<file path="src/sv/jpkt_pkg.sv">
// Shared types, codes and constants for the JSON path key tokeniser.
`timescale 1ns / 1ps

package jpkt_pkg;

  localparam int QUEUE_DEPTH = 4;
  localparam int MAX_RES     = 3;

  localparam logic [1:0] KIND_BYTE = 2'd0;
  localparam logic [1:0] KIND_TEND = 2'd1;
  localparam logic [1:0] KIND_DONE = 2'd2;
  localparam logic [1:0] KIND_ERR  = 2'd3;

  localparam logic [7:0] CH_DOLLAR = 8'h24;
  localparam logic [7:0] CH_DOT    = 8'h2e;
  localparam logic [7:0] CH_COLON  = 8'h3a;
  localparam logic [7:0] CH_DASH   = 8'h2d;
  localparam logic [7:0] CH_QUOTE  = 8'h22;
  localparam logic [7:0] CH_STAR   = 8'h2a;
  localparam logic [7:0] CH_BSLASH = 8'h5c;
  localparam logic [7:0] CH_USCORE = 8'h5f;
  localparam logic [7:0] CH_LBRACK = 8'h5b;
  localparam logic [7:0] CH_RBRACK = 8'h5d;
  localparam logic [7:0] CH_LC_A   = 8'h61;
  localparam logic [7:0] CH_LC_Z   = 8'h7a;
  localparam logic [7:0] CH_UC_A   = 8'h41;
  localparam logic [7:0] CH_UC_Z   = 8'h5a;
  localparam logic [7:0] CH_DIG_0  = 8'h30;
  localparam logic [7:0] CH_DIG_9  = 8'h39;

  typedef struct packed {
    logic [7:0] path_char;
    logic       path_start;
    logic       path_end;
  } in_item_t;

  typedef struct packed {
    logic [1:0] kind;
    logic [7:0] key_byte;
    logic       last_of_item;
  } out_item_t;

  typedef struct packed {
    logic [1:0] kind;
    logic [7:0] key_byte;
  } res_t;

  // One input character's worth of results, count is 1..MAX_RES
  typedef struct packed {
    logic [1:0]             cnt;
    res_t [MAX_RES-1:0]     res;
  } entry_t;

  typedef struct packed {
    logic empty;
    logic full;
  } q_status_t;

endpackage

</file>
<file path="src/sv/jpkt_front.sv">
// Front end: parse-mode state machine, turns each character into a queue entry.
`timescale 1ns / 1ps

module jpkt_front (
  input  logic                clk,
  input  logic                rst_n,
  input  logic                in_valid,
  input  logic                in_stall,
  input  jpkt_pkg::in_item_t  in_data,
  output logic                push,
  output jpkt_pkg::entry_t    push_entry
);

  typedef enum logic [10:0] {
    M_ROOT   = 11'b00000000001,
    M_SEP    = 11'b00000000010,
    M_DOT1   = 11'b00000000100,
    M_DOTRUN = 11'b00000001000,
    M_BROPEN = 11'b00000010000,
    M_UNQ    = 11'b00000100000,
    M_Q1     = 11'b00001000000,
    M_QRUN   = 11'b00010000000,
    M_QESC   = 11'b00100000000,
    M_QCLOSE = 11'b01000000000,
    M_ERR    = 11'b10000000000
  } mode_t;

  mode_t mode_r, mode_nxt;
  mode_t m, nm;
  logic  fail, e_byte, e_tend;
  logic  [1:0] cnt;
  jpkt_pkg::res_t [jpkt_pkg::MAX_RES-1:0] res;
  logic  [7:0] c;
  logic  accept;

  function automatic logic is_unq(input logic [7:0] ch);
    is_unq = (ch inside {[jpkt_pkg::CH_LC_A:jpkt_pkg::CH_LC_Z],
                         [jpkt_pkg::CH_UC_A:jpkt_pkg::CH_UC_Z],
                         [jpkt_pkg::CH_DIG_0:jpkt_pkg::CH_DIG_9],
                         jpkt_pkg::CH_USCORE, jpkt_pkg::CH_STAR});
  endfunction

  function automatic logic is_dotc(input logic [7:0] ch);
    is_dotc = is_unq(ch) || ch == jpkt_pkg::CH_COLON || ch == jpkt_pkg::CH_DASH;
  endfunction

  assign c      = in_data.path_char;
  assign accept = in_valid && !in_stall;

  always_comb begin
    m      = in_data.path_start ? M_ROOT : mode_r;
    nm     = M_ERR;
    fail   = 1'b0;
    e_byte = 1'b0;
    e_tend = 1'b0;
    case (m)
      M_ROOT: begin
        if (c == jpkt_pkg::CH_DOLLAR) nm = M_SEP;
        else fail = 1'b1;
      end
      M_SEP: begin
        if (c == jpkt_pkg::CH_DOT) nm = M_DOT1;
        else if (c == jpkt_pkg::CH_LBRACK) nm = M_BROPEN;
        else fail = 1'b1;
      end
      M_DOT1: begin
        if (is_dotc(c)) begin
          e_byte = 1'b1;
          nm     = M_DOTRUN;
        end else fail = 1'b1;
      end
      M_DOTRUN: begin
        if (is_dotc(c)) begin
          e_byte = 1'b1;
          nm     = M_DOTRUN;
        end else if (c == jpkt_pkg::CH_DOT) begin
          e_tend = 1'b1;
          nm     = M_DOT1;
        end else if (c == jpkt_pkg::CH_LBRACK) begin
          e_tend = 1'b1;
          nm     = M_BROPEN;
        end else fail = 1'b1;
      end
      M_BROPEN: begin
        if (c == jpkt_pkg::CH_QUOTE) nm = M_Q1;
        else if (is_unq(c)) begin
          e_byte = 1'b1;
          nm     = M_UNQ;
        end else fail = 1'b1;
      end
      M_UNQ: begin
        if (is_unq(c)) begin
          e_byte = 1'b1;
          nm     = M_UNQ;
        end else if (c == jpkt_pkg::CH_RBRACK) begin
          e_tend = 1'b1;
          nm     = M_SEP;
        end else fail = 1'b1;
      end
      M_Q1: begin
        if (c == jpkt_pkg::CH_BSLASH) nm = M_QESC;
        else if (c == jpkt_pkg::CH_QUOTE) fail = 1'b1;
        else begin
          e_byte = 1'b1;
          nm     = M_QRUN;
        end
      end
      M_QRUN: begin
        if (c == jpkt_pkg::CH_BSLASH) nm = M_QESC;
        else if (c == jpkt_pkg::CH_QUOTE) nm = M_QCLOSE;
        else begin
          e_byte = 1'b1;
          nm     = M_QRUN;
        end
      end
      M_QESC: begin
        if (c == jpkt_pkg::CH_QUOTE || c == jpkt_pkg::CH_BSLASH) begin
          e_byte = 1'b1;
          nm     = M_QRUN;
        end else fail = 1'b1;
      end
      M_QCLOSE: begin
        if (c == jpkt_pkg::CH_RBRACK) begin
          e_tend = 1'b1;
          nm     = M_SEP;
        end else fail = 1'b1;
      end
      default: begin
        nm = M_ERR;
      end
    endcase
    if (fail) nm = M_ERR;
  end

  // Pack the results in order; at most three can arise from one character
  always_comb begin
    cnt = 2'd0;
    res = '0;
    if (e_byte) begin
      res[cnt] = '{kind: jpkt_pkg::KIND_BYTE, key_byte: c};
      cnt      = cnt + 2'd1;
    end
    if (e_tend) begin
      res[cnt] = '{kind: jpkt_pkg::KIND_TEND, key_byte: 8'd0};
      cnt      = cnt + 2'd1;
    end
    if (fail) begin
      res[cnt] = '{kind: jpkt_pkg::KIND_ERR, key_byte: 8'd0};
      cnt      = cnt + 2'd1;
    end
    if (in_data.path_end) begin
      if (nm == M_ERR) begin
        if (!fail) begin
          res[cnt] = '{kind: jpkt_pkg::KIND_ERR, key_byte: 8'd0};
          cnt      = cnt + 2'd1;
        end
      end else if (nm == M_SEP) begin
        res[cnt] = '{kind: jpkt_pkg::KIND_DONE, key_byte: 8'd0};
        cnt      = cnt + 2'd1;
      end else if (nm == M_DOTRUN) begin
        res[cnt] = '{kind: jpkt_pkg::KIND_TEND, key_byte: 8'd0};
        cnt      = cnt + 2'd1;
        res[cnt] = '{kind: jpkt_pkg::KIND_DONE, key_byte: 8'd0};
        cnt      = cnt + 2'd1;
      end else begin
        res[cnt] = '{kind: jpkt_pkg::KIND_ERR, key_byte: 8'd0};
        cnt      = cnt + 2'd1;
      end
    end
  end

  assign mode_nxt       = in_data.path_end ? M_ROOT : nm;
  assign push           = accept && (cnt != 2'd0);
  assign push_entry.cnt = cnt;
  assign push_entry.res = res;

  always_ff @(posedge clk) begin
    if (!rst_n) begin
      mode_r <= M_ROOT;
    end else if (accept) begin
      mode_r <= mode_nxt;
    end
  end

endmodule

</file>
<file path="src/sv/jpkt_queue.sv">
// Short entry queue between the parser front end and the result serialiser.
`timescale 1ns / 1ps

module jpkt_queue #(
  parameter int DEPTH = jpkt_pkg::QUEUE_DEPTH
) (
  input  logic                  clk,
  input  logic                  rst_n,
  input  logic                  push,
  input  jpkt_pkg::entry_t      push_entry,
  input  logic                  pop,
  output jpkt_pkg::entry_t      pop_entry,
  output jpkt_pkg::q_status_t   status
);

  localparam int PW = (DEPTH > 1) ? $clog2(DEPTH) : 1;
  localparam int CW = $clog2(DEPTH + 1);

  jpkt_pkg::entry_t mem_r [DEPTH];
  logic [PW-1:0] wr_ptr_r, wr_ptr_nxt, rd_ptr_r, rd_ptr_nxt;
  logic [CW-1:0] count_r, count_nxt;

  assign wr_ptr_nxt = (wr_ptr_r == PW'(DEPTH - 1)) ? '0 : wr_ptr_r + PW'(1);
  assign rd_ptr_nxt = (rd_ptr_r == PW'(DEPTH - 1)) ? '0 : rd_ptr_r + PW'(1);

  always_comb begin
    count_nxt = count_r;
    case ({push, pop})
      2'b10:   count_nxt = count_r + CW'(1);
      2'b01:   count_nxt = count_r - CW'(1);
      default: count_nxt = count_r;
    endcase
  end

  assign status.empty = (count_r == '0);
  assign status.full  = (count_r == CW'(DEPTH));
  assign pop_entry    = mem_r[rd_ptr_r];

  always_ff @(posedge clk) begin
    if (push) begin
      mem_r[wr_ptr_r] <= push_entry;
    end
  end

  always_ff @(posedge clk) begin
    if (!rst_n) begin
      wr_ptr_r <= '0;
      rd_ptr_r <= '0;
      count_r  <= '0;
    end else begin
      if (push) wr_ptr_r <= wr_ptr_nxt;
      if (pop)  rd_ptr_r <= rd_ptr_nxt;
      count_r <= count_nxt;
    end
  end

endmodule

</file>
<file path="src/sv/jpkt_back.sv">
// Back end: holds one queue entry and emits its results one beat at a time.
`timescale 1ns / 1ps

module jpkt_back (
  input  logic                 clk,
  input  logic                 rst_n,
  input  jpkt_pkg::entry_t     pop_entry,
  input  jpkt_pkg::q_status_t  q_status,
  output logic                 pop,
  output logic                 out_valid,
  input  logic                 out_stall,
  output jpkt_pkg::out_item_t  out_data
);

  jpkt_pkg::entry_t cur_r;
  logic       valid_r;
  logic [1:0] idx_r, idx_nxt;
  logic       fire, last;

  assign last    = (idx_r == cur_r.cnt - 2'd1);
  assign fire    = valid_r && !out_stall;
  assign pop     = !q_status.empty && (!valid_r || (fire && last));
  assign idx_nxt = idx_r + 2'd1;

  assign out_valid             = valid_r;
  assign out_data.kind         = cur_r.res[idx_r].kind;
  assign out_data.key_byte     = cur_r.res[idx_r].key_byte;
  assign out_data.last_of_item = last;

  always_ff @(posedge clk) begin
    if (pop) begin
      cur_r <= pop_entry;
    end
  end

  always_ff @(posedge clk) begin
    if (!rst_n) begin
      valid_r <= 1'b0;
      idx_r   <= 2'd0;
    end else if (pop) begin
      valid_r <= 1'b1;
      idx_r   <= 2'd0;
    end else if (fire) begin
      if (last) valid_r <= 1'b0;
      else      idx_r   <= idx_nxt;
    end
  end

endmodule

</file>
<file path="src/sv/json_path_key_tokenizer_core.sv">
// Top level of the JSON path key tokeniser: front end, entry queue, back end.
`timescale 1ns / 1ps

// Input channel: one path character per beat (in_valid / in_stall), with
//   path_start on the first character of a path and path_end on the last.
// Output channel: one result per beat (out_valid / out_stall): key byte,
//   token end, done or error; last_of_item marks the final result of a
//   character. Characters that give no result produce no beat.
// Throughput: one character per cycle while the queue is not full, set by the
//   combinational parse-mode lookup in the front end; a character that gives n
//   results holds the output for n beats, and the queue absorbs the difference.
// Flow: the results of a character are written into the queue when it is
//   accepted and then loaded into the back-end holding register once that
//   register is free; the first result is offered from there.
// Stall: a stalled output holds its beat; once the queue is full, in_stall
//   rises and the front end waits.
// Reset: rst_n low, synchronous; parse mode returns to expecting the root
//   character and the queue and output empty.
module json_path_key_tokenizer_core #(
  parameter int QUEUE_DEPTH = jpkt_pkg::QUEUE_DEPTH
) (
  input  logic                 clk,
  input  logic                 rst_n,
  input  logic                 in_valid,
  output logic                 in_stall,
  input  jpkt_pkg::in_item_t   in_data,
  output logic                 out_valid,
  input  logic                 out_stall,
  output jpkt_pkg::out_item_t  out_data
);

  logic                push, pop;
  jpkt_pkg::entry_t    push_entry, pop_entry;
  jpkt_pkg::q_status_t q_status;

  assign in_stall = q_status.full;

  jpkt_front u_front (
    .clk        (clk),
    .rst_n      (rst_n),
    .in_valid   (in_valid),
    .in_stall   (in_stall),
    .in_data    (in_data),
    .push       (push),
    .push_entry (push_entry)
  );

  jpkt_queue #(
    .DEPTH (QUEUE_DEPTH)
  ) u_queue (
    .clk        (clk),
    .rst_n      (rst_n),
    .push       (push),
    .push_entry (push_entry),
    .pop        (pop),
    .pop_entry  (pop_entry),
    .status     (q_status)
  );

  jpkt_back u_back (
    .clk       (clk),
    .rst_n     (rst_n),
    .pop_entry (pop_entry),
    .q_status  (q_status),
    .pop       (pop),
    .out_valid (out_valid),
    .out_stall (out_stall),
    .out_data  (out_data)
  );

`ifndef SYNTHESIS
  a_no_push_full: assert property (@(posedge clk) disable iff (!rst_n)
    push |-> !q_status.full)
    else $error("entry pushed into full queue");

  a_no_pop_empty: assert property (@(posedge clk) disable iff (!rst_n)
    pop |-> !q_status.empty)
    else $error("entry popped from empty queue");

  a_push_nonempty: assert property (@(posedge clk) disable iff (!rst_n)
    push |-> (push_entry.cnt != 2'd0))
    else $error("queue entry without results");

  a_reset_idle: assert property (@(posedge clk)
    !rst_n |=> (!out_valid && !in_stall))
    else $error("output or stall active after reset");
`endif

endmodule

</file>
<file path="config.mk">
export PLATFORM = sky130hd
export DESIGN_NAME = json_path_key_tokenizer_core
export DESIGN_NICKNAME = d
export VERILOG_FILES = /design/src/sv/jpkt_pkg.sv /design/src/sv/jpkt_front.sv /design/src/sv/jpkt_queue.sv /design/src/sv/jpkt_back.sv /design/src/sv/json_path_key_tokenizer_core.sv
export SDC_FILE = /design/constraint.sdc
export NUM_CORES = 1
export LEC_CHECK = 0
export ABC_AREA = 1
export BUFFER_PORTS_ARGS = -buffer_cell sky130_fd_sc_hd__buf_2
export CAP_MARGIN = 20
export CORE_UTILIZATION = 40
export CTS_BUF_LIST = sky130_fd_sc_hd__clkbuf_4 sky130_fd_sc_hd__clkbuf_8
export CTS_CLUSTER_SIZE = 12
export DETAILED_ROUTE_END_ITERATION = 10
export REMOVE_ABC_BUFFERS = 1
export SYNTH_ARGS = -nofsm -noshare
export SYNTH_HDL_FRONTEND = slang
export SYNTH_SLANG_ARGS = --single-unit
</file>
<file path="constraint.sdc">
create_clock -name clk -period 5.77 [get_ports clk]
set_clock_uncertainty 0.05 [all_clocks]
set_input_delay 0.8655 -clock clk [delete_from_list [all_inputs] [get_ports clk]]
set_output_delay 0.8655 -clock clk [all_outputs]
set_load 0.01 [all_outputs]
</file>
# Word-level counts from Yosys, hierarchy flattened
# Memory sizes are Yosys's and may differ from the RTL's. A register that Yosys moved wholly into a read port is not among the register bits.
# Index checks and enable logic that the tools add are counted.
# W data, S select, Z words.
[word_totals]
regBits = 21
mem_bits_rw = 128
in_bits = 14
output_inout_bits = 13
elab_cells = 190
mem_count = 1
[classes]
addsub = 10
order_cmp = 15
eq_ne = 29
mux = 78
bitwise_logic = 20
reduce_logical = 31
[memory_table]
columns = ["name", "depth", "word_bits", "rd", "rd_clocked_by_memory_dff", "write_ports", "line_no", "rtl"]
rows = [
  ["u_queue.mem_r", 4, 32, 1, 1, 1, "jpkt_queue.sv:19", "jpkt_pkg::entry_t mem_r [DEPTH];"],
]
[op_table]
columns = ["op", "n"]
rows = [
  ["$mux W30", 7],
  ["$mux W11", 16],
  ["$pmux W11 S10", 1],
  ["$not A27 Y27", 4],
  ["$and A27 B27 Y27", 3],
  ["$demux W10 S2", 4],
  ["$mux W10", 6],
  ["$and A24 B24 Y24", 2],
  ["$eq A8 B6 Y1 const B", 6],
  ["$not A24 Y24", 2],
  ["$eq A8 B7 Y1 const B", 4],
  ["$mux W1", 29],
  ["$and A9 B27 Y27", 1],
  ["$eq A11 B2 Y1 const B", 2],
  ["$eq A11 B4 Y1 const B", 2],
  ["$bmux W10 S2", 1],
  ["$mux W2", 9],
  ["$ge A8 B7 Y1 const B", 2],
  ["$le A8 B7 Y1 const B", 2],
  ["$add A2 B1 Y2 const B", 6],
  ["$logic_and A1 B1 Y1", 12],
  ["$lt A2 B3 Y1 const B", 4],
  ["$or A6 B6 Y6", 2],
  ["$eq A11 B1 Y1 const B", 1],
  ["other kinds (36)", 55],
]

# Logic depth before layout (Yosys ltp)
# Gate-level depths: netlist of run 1.
[logic_depth]
depth_word = 23
mapped_depth = 34
mapped_depth_nobuf = 33

# By module
# A second synthesis of run 1 with hierarchy kept.
[hier_totals]
cells_unflattened = 798
area_unflattened_um2 = 8396.8
[modules_own_cells]
columns = ["module", "n_inst", "cells_per_inst", "area_each_um2", "seq_area_each_um2"]
rows = [
  ["jpkt_queue", 1, 369, 5237.5, 4023.9],
  ["jpkt_front", 1, 314, 1775.5, 220.2],
  ["jpkt_back", 1, 115, 1383.8, 1021.0],
]

# Worst setup path before layout of run 1
# No wires, ideal clock.
[synth_timing]
path_kind = "input -> register"
from = "input port in_data[1] (netlist bit)"
to = "register u_queue.count_r[2]"
setup_time_ns = 0.122
t_arrival_ns = 4.600
required_ns = 5.598
slack_ns = 0.998
path_stages = 27
n_path_buf = 0
cell_sequence = "inv_4 -> nand2_1 -> nand3_2 -> nor2_2 -> and2_4 -> nand2_2 -> o21ai_0 -> nand2_1 -> nand3_1 -> clkinv_1 -> fa_1 -> ha_1 -> nand2_1 -> o21ai_0 -> inv_1 -> nand3_1 -> nand3_1 -> nand2_2 -> nand2_4 -> nand2_2 -> ha_1 -> inv_1 -> fa_1 -> a21oi_1 -> o21ai_0 -> o21ai_0 -> a21oi_1"
[synth_between]
elab_chain_cells = 19
elab_cells_between_ends = 39
classes_between = "4 x add/sub; 15 x eq/ne; 15 x mux; 5 x reduce/logical"
[synth_lines]
columns = ["element", "line_no", "rtl"]
rows = [
  ["from (decl)", "json_path_key_tokenizer_core.sv:26", "input jpkt_pkg::in_item_t in_data,"],
  ["$mux W11 (*)", "jpkt_front.sv:51", "m = in_data.path_start ? M_ROOT : mode_r;"],
  ["$eq A11 B7 Y1 (tied with other cells)", "jpkt_front.sv:56", "case (m)"],
  ["$reduce_or A2 Y1 (no line)", "-", ""],
  ["$pmux W1 S5", "jpkt_front.sv:56", ""],
  ["$mux W1", "jpkt_front.sv:139", "if (e_byte) begin"],
  ["$add A1 B1 Y2", "jpkt_front.sv:145", "cnt = cnt + 2'd1;"],
  ["$mux W2", "jpkt_front.sv:143", "if (e_tend) begin"],
  ["$add A2 B1 Y2", "jpkt_front.sv:149", "cnt = cnt + 2'd1;"],
  ["[3 not listed]", "-", ""],
  ["$mux W2", "jpkt_front.sv:160", "end else if (nm == M_DOTRUN) begin"],
  ["$mux W2", "jpkt_front.sv:157", "end else if (nm == M_SEP) begin"],
  ["$mux W2", "jpkt_front.sv:152", "if (nm == M_ERR) begin"],
  ["$mux W2 (*)", "jpkt_front.sv:151", "if (in_data.path_end) begin"],
  ["$reduce_bool A2 Y1 (*)", "jpkt_front.sv:173", "assign push = accept && (cnt != 2'd0);"],
  ["$logic_and A1 B1 Y1 (*)", "jpkt_front.sv:173", ""],
  ["$eq A2 B1 Y1 / $eq A2 B2 Y1 (equally long branches)", "jpkt_queue.sv:28", "case ({push, pop})"],
  ["$pmux W3 S2 / $reduce_bool A2 Y1 (equally long branches)", "-", ""],
  ["to (signal assigned)", "jpkt_queue.sv:53", "count_r <= count_nxt;"],
  ["to (decl)", "jpkt_queue.sv:21", "logic [CW-1:0] count_r, count_nxt;"],
]
# Every way passes the cells marked *; elsewhere a longest branch is shown, timed or not.
# A chain may end at the register's enable or synchronous reset.

# Worst setup path after layout of run 1
# Same ends and word-level chain as after synthesis.

==> impl_metrics.ini, run 1 <==
[outcome]
run_status = completed

[finish]
layout-area-overhead-vs-synth_pct = 9.66
fraction_of_layout_cells_with_a_size_suffix_above_1 = 0.166
num_antenna_cells = 0
n_fill_cell = 1270
area_taken_by_multi_input_logic_gates_mm2 = 0.00223
seq_cell_area_mm2 = 0.00282
nets = 666
layoutNonFillerInstCount = 816

[cts]
htreeDepth = 3
insertion_delay_ns = 0.37
hold_buffers = 0
post_cts_setup_buffer_count = 0
post_cts_sizing_count = 0
tritoncts_num_sinks = 101
tritoncts = done
path_clk_slew_ns = 0.09
cts-buffers-inserted = 9
maximum_buffer_depth_of_the_clock_tree = 2
cts_root_buf = sky130_fd_sc_hd__clkbuf_8

[global_routing]
grt_max_degree = 36
met1_usage = 0.209
wire_length_of_the_first_global_routing_pass_mm = 18.9
grtUsageMet2 = 0.314
grt-ovfl-total = 0
use_met3 = 0.0323
grt_pass1_vias = 3833
antenna_found_initial = 0
grt_busiest_layer = met2
gr-usage-all-layers = 0.175

[worst_setup_path]
worst_ep_arrival_time_ns = 5.23
criticalPathCategory = input pin to flop
setup.worst_path.end_class = flop
cp-start-kind = input pin
max_stage_delay_ns = 0.69
slowest_stage = sky130_fd_sc_hd__fa_1
worst_ep_required_time_ns = 5.98
path_max_fanout = 19

[yosys]
synth_cell_types = 41
synthesis.instances = 609
synth-edff-count = 80
post_synth_instance_area_mm2 = 0.00540
post-synth-top-count-cell = sky130_fd_sc_hd__nor2_1
syn_area_per_cell_um2 = 8.87
synth_top_cells_by_count = sky130_fd_sc_hd__nor2_1 (101), sky130_fd_sc_hd__nand2_1 (95), sky130_fd_sc_hd__edfxtp_1 (80)
netlist_top_cells_area = sky130_fd_sc_hd__edfxtp_1 (44%), sky130_fd_sc_hd__dfxtp_1 (7.8%), sky130_fd_sc_hd__nor2_1 (7.0%)
synth_top_cell_by_area = sky130_fd_sc_hd__edfxtp_1
synth.ff_latch_count = 101
synth_top_area_share = 0.445
synthArstFlopShare = 0
synth_ff_type = sky130_fd_sc_hd__edfxtp_1
yosys_warnings = 0
ys_seq_area_frac = 0.523

[drt]
avgRoutedWirePerCell_um = 14.1
drt_pass1_iterations = 4
via_density = 4.95
finalWirelength_mm = 11.5
detailroute.via_count = 4040
route.antenna.remaining_nets = 0
dr.first_iter.drc_count = 203
drc = 0

[sta]
min_period_ns = 5.03
setup_total_negative_slack_ns = 0
final.period_utilization = 0.871
maxSlewHeadroom = 0.369
finalHoldViolations = 0
max_slew_violation_count = 0
max_slew.worst_pin.slew_ns = 0.946
setup_viol = 0
unrepaired_setup_endpoints_after_global_routing = false
final_critical_path_setup_slack_ns = 0.744
clock.fmax_mhz = 199

[pwr]
p_seq_frac = 0.482
portion_of_total_power_attributed_to_combinational_logic = 0.305
peakVddDrop_mv = 0.131
relative_contribution_of_the_clock_network_to_total_power = 0.214
p_int_mw = 1.39
power.net_switching_mw = 0.737
power_per_cell_area_mw_per_mm2 = 359
switching_share = 0.346
leakage_nw = 2.43

[die]
rows = 42
floorplan.die.height_um = 118
floorplan.die.width_um = 118
start_util = 0.409
coreArea_mm2 = 0.0132
boundaryPins = 27
floorplan.die_area_mm2 = 0.0140

[placement]
sum_of_net_half_perimeters_after_detailed_placement_mm = 8.35
place_inst = 800
post_placement_worst_setup_slack_ns = 0.347
placement.io_buffers = 26
gpl.final_weighted_congestion = 0.872

[min_path]
worst_hold_path_type = flop to flop

[job]
maxCapViolCount = 0
cells by family (layout without fill, tap and decap cells):
kind of cell,count (synthesis),in the layout,synth area share
muxes,1,1,0.00185
buffers and inverters,87,118,0.0633
xor gates and xnor gates,2,2,0.00325
DFF,101,101,0.523
AOI/OAI and AO/OA,109,109,0.110
and+or+nand+nor,292,292,0.256
adders and majority gates,17,17,0.0422
cell type report:
cell class	count	area share
well taps	176	0.0372
multi-input cells	421	0.377
clock inverters	6	0.0120
flip-flops and latches	101	0.477
repair buffers	32	0.0296
inverters	70	0.0448
clock buffers	10	0.0222
state kept, by name (all words and copies together) (netlist names):
| signal | flops |
|---|---|
| u_queue.mem_r | 64 |
| u_back.cur_r | 16 |
| u_front.mode_r | 11 |
| u_queue.count_r | 3 |
| u_back.idx_r | 2 |
| u_queue.rd_ptr_r | 2 |
| u_queue.wr_ptr_r | 2 |
| u_back.out_valid | 1 |
final timing paths:
path                       from                 end  slack, ns  depth (start not counted)
max                  in_data[1]  u_queue.count_r[2]       0.74                         29
min          u_queue.count_r[1]  u_queue.count_r[1]       0.45                          2
max reg2reg   u_front.mode_r[0]  u_queue.count_r[2]       1.08                         25
min reg2reg  u_queue.count_r[1]  u_queue.count_r[1]       0.45                          2
stage by stage:
| step | area (um2) | hold slack, ns | util | total power, mW |
|---|---|---|---|---|
| finish | 5920 | 0.447 | 0.449 | 2.13 |
| global route | 5920 | 0.466 | 0.449 | 2.27 |
| CTS | 5920 | 0.457 | 0.449 | 2.16 |
| detailed placement | 5720 | 0.434 | 0.434 | 1.70 |
| global placement | 5720 | 0.425 | 0.434 | 1.68 |
| floorplan | 5320 | 0.403 | - | 1.47 |
cell usage in the layout, fill, tap and decap left out, types with 18 or more instances in the layout:
cell type,synthesis,routed
sky130_fd_sc_hd__a21oi_1,25,25
sky130_fd_sc_hd__buf_2,1,26
sky130_fd_sc_hd__dfxtp_1,21,21
sky130_fd_sc_hd__edfxtp_1,80,80
sky130_fd_sc_hd__inv_1,58,58
sky130_fd_sc_hd__nand2_1,95,95
sky130_fd_sc_hd__nand2_2,20,20
sky130_fd_sc_hd__nand3_1,33,33
sky130_fd_sc_hd__nor2_1,101,101
sky130_fd_sc_hd__o21ai_0,52,52
sky130_fd_sc_hd__o22ai_1,18,18
power groups by stage:
stage                     Sequential [mW]  Clock (mW)  Combinational (mW)
after floorplan                      1.04           0               0.432
after global placement               1.04           0               0.643
after detailed placement             1.04           0               0.656
after CTS                            1.03       0.470               0.661
after global routing                 1.04       0.494               0.742
final                                1.02       0.454               0.648
per-layer routing:
layer / up-vias / part of all wire
met2: 65 / 0.51
met4: 0 / 0.011
li1: 2099 / -
met3: 10 / 0.029
met5: - / 0
met1: 1866 / 0.45
critical path, delay by kind of cell:
family                     cells  cell delay (ns)
and+or+nand+nor               14             1.35
adders and majority gates      4             1.63
buffers and inverters          5             0.73
AOI/OAI and AO/OA              6             0.66
Power figures use the tool's default switching activity.
==> run 2: changes to the inputs <==
--- a/config.mk
+++ b/config.mk
@@ -8,11 +8,13 @@
 export ABC_AREA = 1
 export BUFFER_PORTS_ARGS = -buffer_cell sky130_fd_sc_hd__buf_2
 export CAP_MARGIN = 20
+export CORE_ASPECT_RATIO = 0.75
 export CORE_UTILIZATION = 40
 export CTS_BUF_LIST = sky130_fd_sc_hd__clkbuf_4 sky130_fd_sc_hd__clkbuf_8
 export CTS_CLUSTER_SIZE = 12
 export DETAILED_ROUTE_END_ITERATION = 10
 export REMOVE_ABC_BUFFERS = 1
+export SLEW_MARGIN = 0
 export SYNTH_ARGS = -nofsm -noshare
 export SYNTH_HDL_FRONTEND = slang
 export SYNTH_SLANG_ARGS = --single-unit
==> run 2 against run 1 <==
Non-clock buffer count rose by 1; first-iteration DRC count grew 40%; worst hold slack improved by 0.0028 ns; cell count down 0.49%; core utilization increased by 0.26 points; setup slack better by 0.14 ns; via count rose by 4.2%; wire length is 9.8% higher.
==> impl_metrics.ini, run 2 (synthesized netlist as in run 1, its figures left out) <==
[sta]
unrepaired_setup_endpoints_after_global_routing = false
finalHoldViolations = 0
setup_total_negative_slack_ns = 0
maxSlewHeadroom = 0.314
min_period_ns = 4.89
hold_ws_ns = 0.450
clock.fmax_mhz = 204
setup_viol = 0
max_slew.worst_pin.slew_ns = 1.03
max_slew_violation_count = 0
final_critical_path_setup_slack_ns = 0.880
final.period_utilization = 0.848

[drt]
route.antenna.remaining_nets = 0
detailroute.via_count = 4210
dr.first_iter.drc_count = 285
via_density = 5.18
drc = 0
drt_pass1_iterations = 4
finalWirelength_mm = 12.6
avgRoutedWirePerCell_um = 15.5

[die]
floorplan.die.height_um = 103
floorplan.die_area_mm2 = 0.0140
floorplan.die.width_um = 136
boundaryPins = 27
start_util = 0.413
rows = 36
coreArea_mm2 = 0.0131

[pwr]
portion_of_total_power_attributed_to_combinational_logic = 0.315
relative_contribution_of_the_clock_network_to_total_power = 0.198
power.net_switching_mw = 0.769
p_int_mw = 1.34
power_per_cell_area_mw_per_mm2 = 358
switching_share = 0.364
p_seq_frac = 0.487
peakVddDrop_mv = 0.296
leakage_nw = 2.42

[worst_setup_path]
cp_top_family = adder cells
worst_r2r_path_depth = 26
worst_ep_arrival_time_ns = 5.09
critPathBufInv = 5
max_stage_delay_ns = 0.63
criticalPathCategory = input pin to flop
regToRegStartpoint = u_front.mode_r[2]
worst-path-stages = 29
cp-start-kind = input pin
setup.worst_path.end_class = flop
ff2ff_setup_slack_ns = 1.21
path_max_fanout = 19
critical_path.reg2reg.endpoint = u_queue.count_r[2]
slowest_stage = sky130_fd_sc_hd__fa_1
worst_ep_required_time_ns = 5.97

[finish]
layout_commonest_cell = sky130_fd_sc_hd__nor2_1
most_frequent_cells_in_the_layout = sky130_fd_sc_hd__nor2_1 (101), sky130_fd_sc_hd__nand2_1 (95), sky130_fd_sc_hd__edfxtp_1 (80)
layout-area-overhead-vs-synth_pct = 9.22
fraction_of_layout_cells_with_a_size_suffix_above_1 = 0.165
final_util = 0.451
registers_with_the_highest_flip_flop_counts = u_queue.mem_r (64), u_back.cur_r (16), u_front.mode_r (11)
largest_register_ff_count = 64
layoutNonFillerInstCount = 812
nets = 667
max_flop_register = u_queue.mem_r
num_antenna_cells = 0

[placement]
placement.io_buffers = 26
place_inst = 796
sum_of_net_half_perimeters_after_detailed_placement_mm = 8.96
post_placement_worst_setup_slack_ns = 0.513
gpl.final_weighted_congestion = 0.884

[cts]
maximum_buffer_depth_of_the_clock_tree = 2
post_cts_setup_buffer_count = 0
tritoncts_num_sinks = 101
htreeDepth = 3
cts-buffers-inserted = 9
post_cts_sizing_count = 0
path_clk_slew_ns = 0.10
tritoncts = done
insertion_delay_ns = 0.37
hold_buffers = 0
cts_root_buf = sky130_fd_sc_hd__clkbuf_8

[global_routing]
grtUsageMet2 = 0.294
antenna_found_initial = 0
grt-ovfl-total = 0
met1_usage = 0.286
use_met3 = 0.0374
grt_max_degree = 35
grt_busiest_layer = met2
grt_pass1_vias = 4005
gr-usage-all-layers = 0.194
wire_length_of_the_first_global_routing_pass_mm = 20.6

[min_path]
worst_hold_path_type = flop to flop
min_delay_endpoint = u_front.mode_r[9]
worst_hold_path.num_cells = 2
worst_hold_startpoint = u_front.mode_r[9]

[outcome]
run_status = completed

[job]
maxCapViolCount = 0
run 2: worst min-delay path, cell delays in order, from the launching register on:
cell and delay [ns]:
sky130_fd_sc_hd__dfxtp_1 0.34, sky130_fd_sc_hd__nand2_1 0.07, sky130_fd_sc_hd__a21oi_1 0.05
run 2: worst max-delay path by stage:
| stage | start | end | slack (ns) |
|---|---|---|---|
| global placement | in_data[1] | u_queue.count_r[2] | 0.64 |
| CTS | in_data[1] | u_queue.count_r[2] | 0.93 |
| global route | in_data[1] | u_queue.count_r[2] | 0.35 |
| finish | in_data[1] | u_queue.count_r[2] | 0.88 |
| floorplan | in_data[1] | u_queue.count_r[2] | 0.95 |
| detailed placement | in_data[1] | u_queue.count_r[2] | 0.51 |
run 2: through the flow:
step | total power, mW | cell area, um2
global route | 2.27 | 5900
finish | 2.11 | 5900
CTS | 2.14 | 5900
global placement | 1.70 | 5720
detailed placement | 1.72 | 5720
floorplan | 1.47 | 5320
run 2: layout make-up:
cell class	instances	area, um2
Inverter	70	265
Clock inverter	6	46.3
Tap cell	171	214
Clock buffer	10	131
Timing Repair Buffer	33	183
Sequential cell	101	2820
Fill cell	1286	7170
Multi-Input combinational cell	421	2230
run 2: power groups by stage:
stage	registers, mW	logic, mW	clock network [mW]
after global routing	1.04	0.768	0.454
after detailed placement	1.05	0.674	0
after global placement	1.04	0.656	0
after floorplan	1.04	0.432	0
final	1.03	0.666	0.419
after CTS	1.03	0.678	0.431
run 2: routing by layer:
metal,wire length (um),up-vias,share of wire
met5,0,-,0
met4,125,0,0.0099
met3,566,11,0.045
met2,5280,109,0.42
met1,6650,1992,0.53
li1,-,2098,-
==> run 3: changes to the inputs <==
==> constraint.sdc (replaced) <==
create_clock -name clk -period 4.92 [get_ports clk]
set_clock_uncertainty 0.05 [all_clocks]
set_input_delay 0.738 -clock clk [delete_from_list [all_inputs] [get_ports clk]]
set_output_delay 0.738 -clock clk [all_outputs]
set_load 0.01 [all_outputs]
==> run 3 against run 2 <==
Setup slack worse by 0.42 ns; via count is 1.1% higher; global-route usage rose by 0.47 points; clock power increased by 22%; power increased by 19%; highest routed layer unchanged.
==> impl_metrics.ini, run 3 (synthesized netlist as in run 1, its figures left out) <==
[drt]
route.met3.wl_um = 787
via_density = 5.19
topRoutingLayerUsed = met4
drc = 0
dr.first_iter.drc_count = 327
detailroute.via_count = 4255
route.antenna.remaining_nets = 0
avgRoutedWirePerCell_um = 15.7
finalWirelength_mm = 12.9
drt_pass1_iterations = 5
dr_wl_met2_mm = 5.66
met1Wirelength_mm = 6.31

[placement]
placement.io_buffers = 26
place_inst = 804
sum_of_net_half_perimeters_after_detailed_placement_mm = 9.00
gpl.final_weighted_congestion = 0.931

[worst_setup_path]
cp-start-kind = input pin
cp_top_family = adder cells
criticalPathCategory = input pin to flop
worst_ep_required_time_ns = 5.14
max_stage_delay_ns = 0.53
critPathBufInv = 5
worst_ep_arrival_time_ns = 4.68
slowest_stage = sky130_fd_sc_hd__fa_1
setup.worst_path.end_class = flop
path_max_fanout = 19

[global_routing]
grt_pass1_vias = 3956
grt-ovfl-total = 0
wire_length_of_the_first_global_routing_pass_mm = 20.8
gr-usage-all-layers = 0.199
grt_max_degree = 36
antenna_found_initial = 0

[finish]
most_frequent_cells_in_the_layout = sky130_fd_sc_hd__nor2_1 (101), sky130_fd_sc_hd__nand2_1 (95), sky130_fd_sc_hd__edfxtp_1 (80)
num_antenna_cells = 0
nets = 675
largest_register_ff_count = 64
fraction_of_layout_cells_with_a_size_suffix_above_1 = 0.177
n_fill_cell = 1284
max_flop_register = u_queue.mem_r
layout_commonest_cell = sky130_fd_sc_hd__nor2_1
registers_with_the_highest_flip_flop_counts = u_queue.mem_r (64), u_back.cur_r (16), u_front.mode_r (11)
layoutNonFillerInstCount = 820
layout-area-overhead-vs-synth_pct = 10.5

[cts]
path_clk_slew_ns = 0.10
post_cts_sizing_count = 0
htreeDepth = 3
maximum_buffer_depth_of_the_clock_tree = 2
insertion_delay_ns = 0.38
hold_buffers = 0
post_cts_setup_buffer_count = 0
cts-buffers-inserted = 9
tritoncts = done
cts_root_buf = sky130_fd_sc_hd__clkbuf_8
tritoncts_num_sinks = 101

[sta]
clock.fmax_mhz = 224
unrepaired_setup_endpoints_after_global_routing = false
max_slew_violation_count = 0
maxSlewHeadroom = 0.296
setup_viol = 0
min_period_ns = 4.46
setup_total_negative_slack_ns = 0
max_slew.worst_pin.slew_ns = 1.05
finalHoldViolations = 0
final.period_utilization = 0.906

[pwr]
power_per_cell_area_mw_per_mm2 = 421
leakage_nw = 2.47
peakVddDrop_mv = 0.255

[die]
start_util = 0.413
floorplan.die_area_mm2 = 0.0140
floorplan.die.width_um = 136
floorplan.die.height_um = 103
coreArea_mm2 = 0.0131
boundaryPins = 27
rows = 36

[outcome]
run_status = completed

[min_path]
worst_hold_path_type = flop to flop

[job]
maxCapViolCount = 0
==> run 3: stage by stage <==
step	hold WS [ns]	area, um2	util	worst slack (ns)	power, mW
final	0.441	5970	0.457	0.462	2.51
after global routing	0.458	5970	0.457	0.0796	2.69
after global placement	0.421	5780	0.442	0.153	2.01
after detailed placement	0.427	5780	0.442	0.112	2.03
after floorplan	0.403	5320	-	0.229	1.73
after CTS	0.442	5970	0.457	0.500	2.55
==> run 3: tightest hold or removal path, delay by kind of cell, from the launching register on <==
family / cells / cell delay (ns)
flops: 1 / 0.33
simple gates: 1 / 0.06
compound gates: 1 / 0.06
==> run 3: metal layers <==
metal,vias to the layer above,global-route usage
met5,-,0
met3,10,0.0487
met1,2004,0.286
met2,127,0.304
li1,2114,-
met4,0,0.0410
==> run 3: cell type report <==
class	instances	area (um2)	share of cell area
flip-flops and latches	101	2820	0.473
clock inverters	6	56.3	0.00944
repair buffers	41	243	0.0407
well taps	171	214	0.0359
inverters	70	265	0.0445
clock buffers	10	131	0.0220
multi-input cells	421	2230	0.375
==> run 3: final timing paths <==
check	cells after the start	slack, ns	end	start
worst min-delay path	2	0.44	u_front.mode_r[9]	u_front.mode_r[9]
worst min register to register	2	0.44	u_front.mode_r[9]	u_front.mode_r[9]
worst max register to register	26	0.66	u_queue.count_r[2]	u_front.mode_r[2]
worst max-delay path	29	0.46	u_queue.count_r[2]	in_data[1]
==> run 3: report_power, final <==
| group | switching, mW | internal, mW |
|---|---|---|
| sequential | 0.0487 | 1.13 |
| combinational | 0.554 | 0.262 |
| clock | 0.313 | 0.200 |
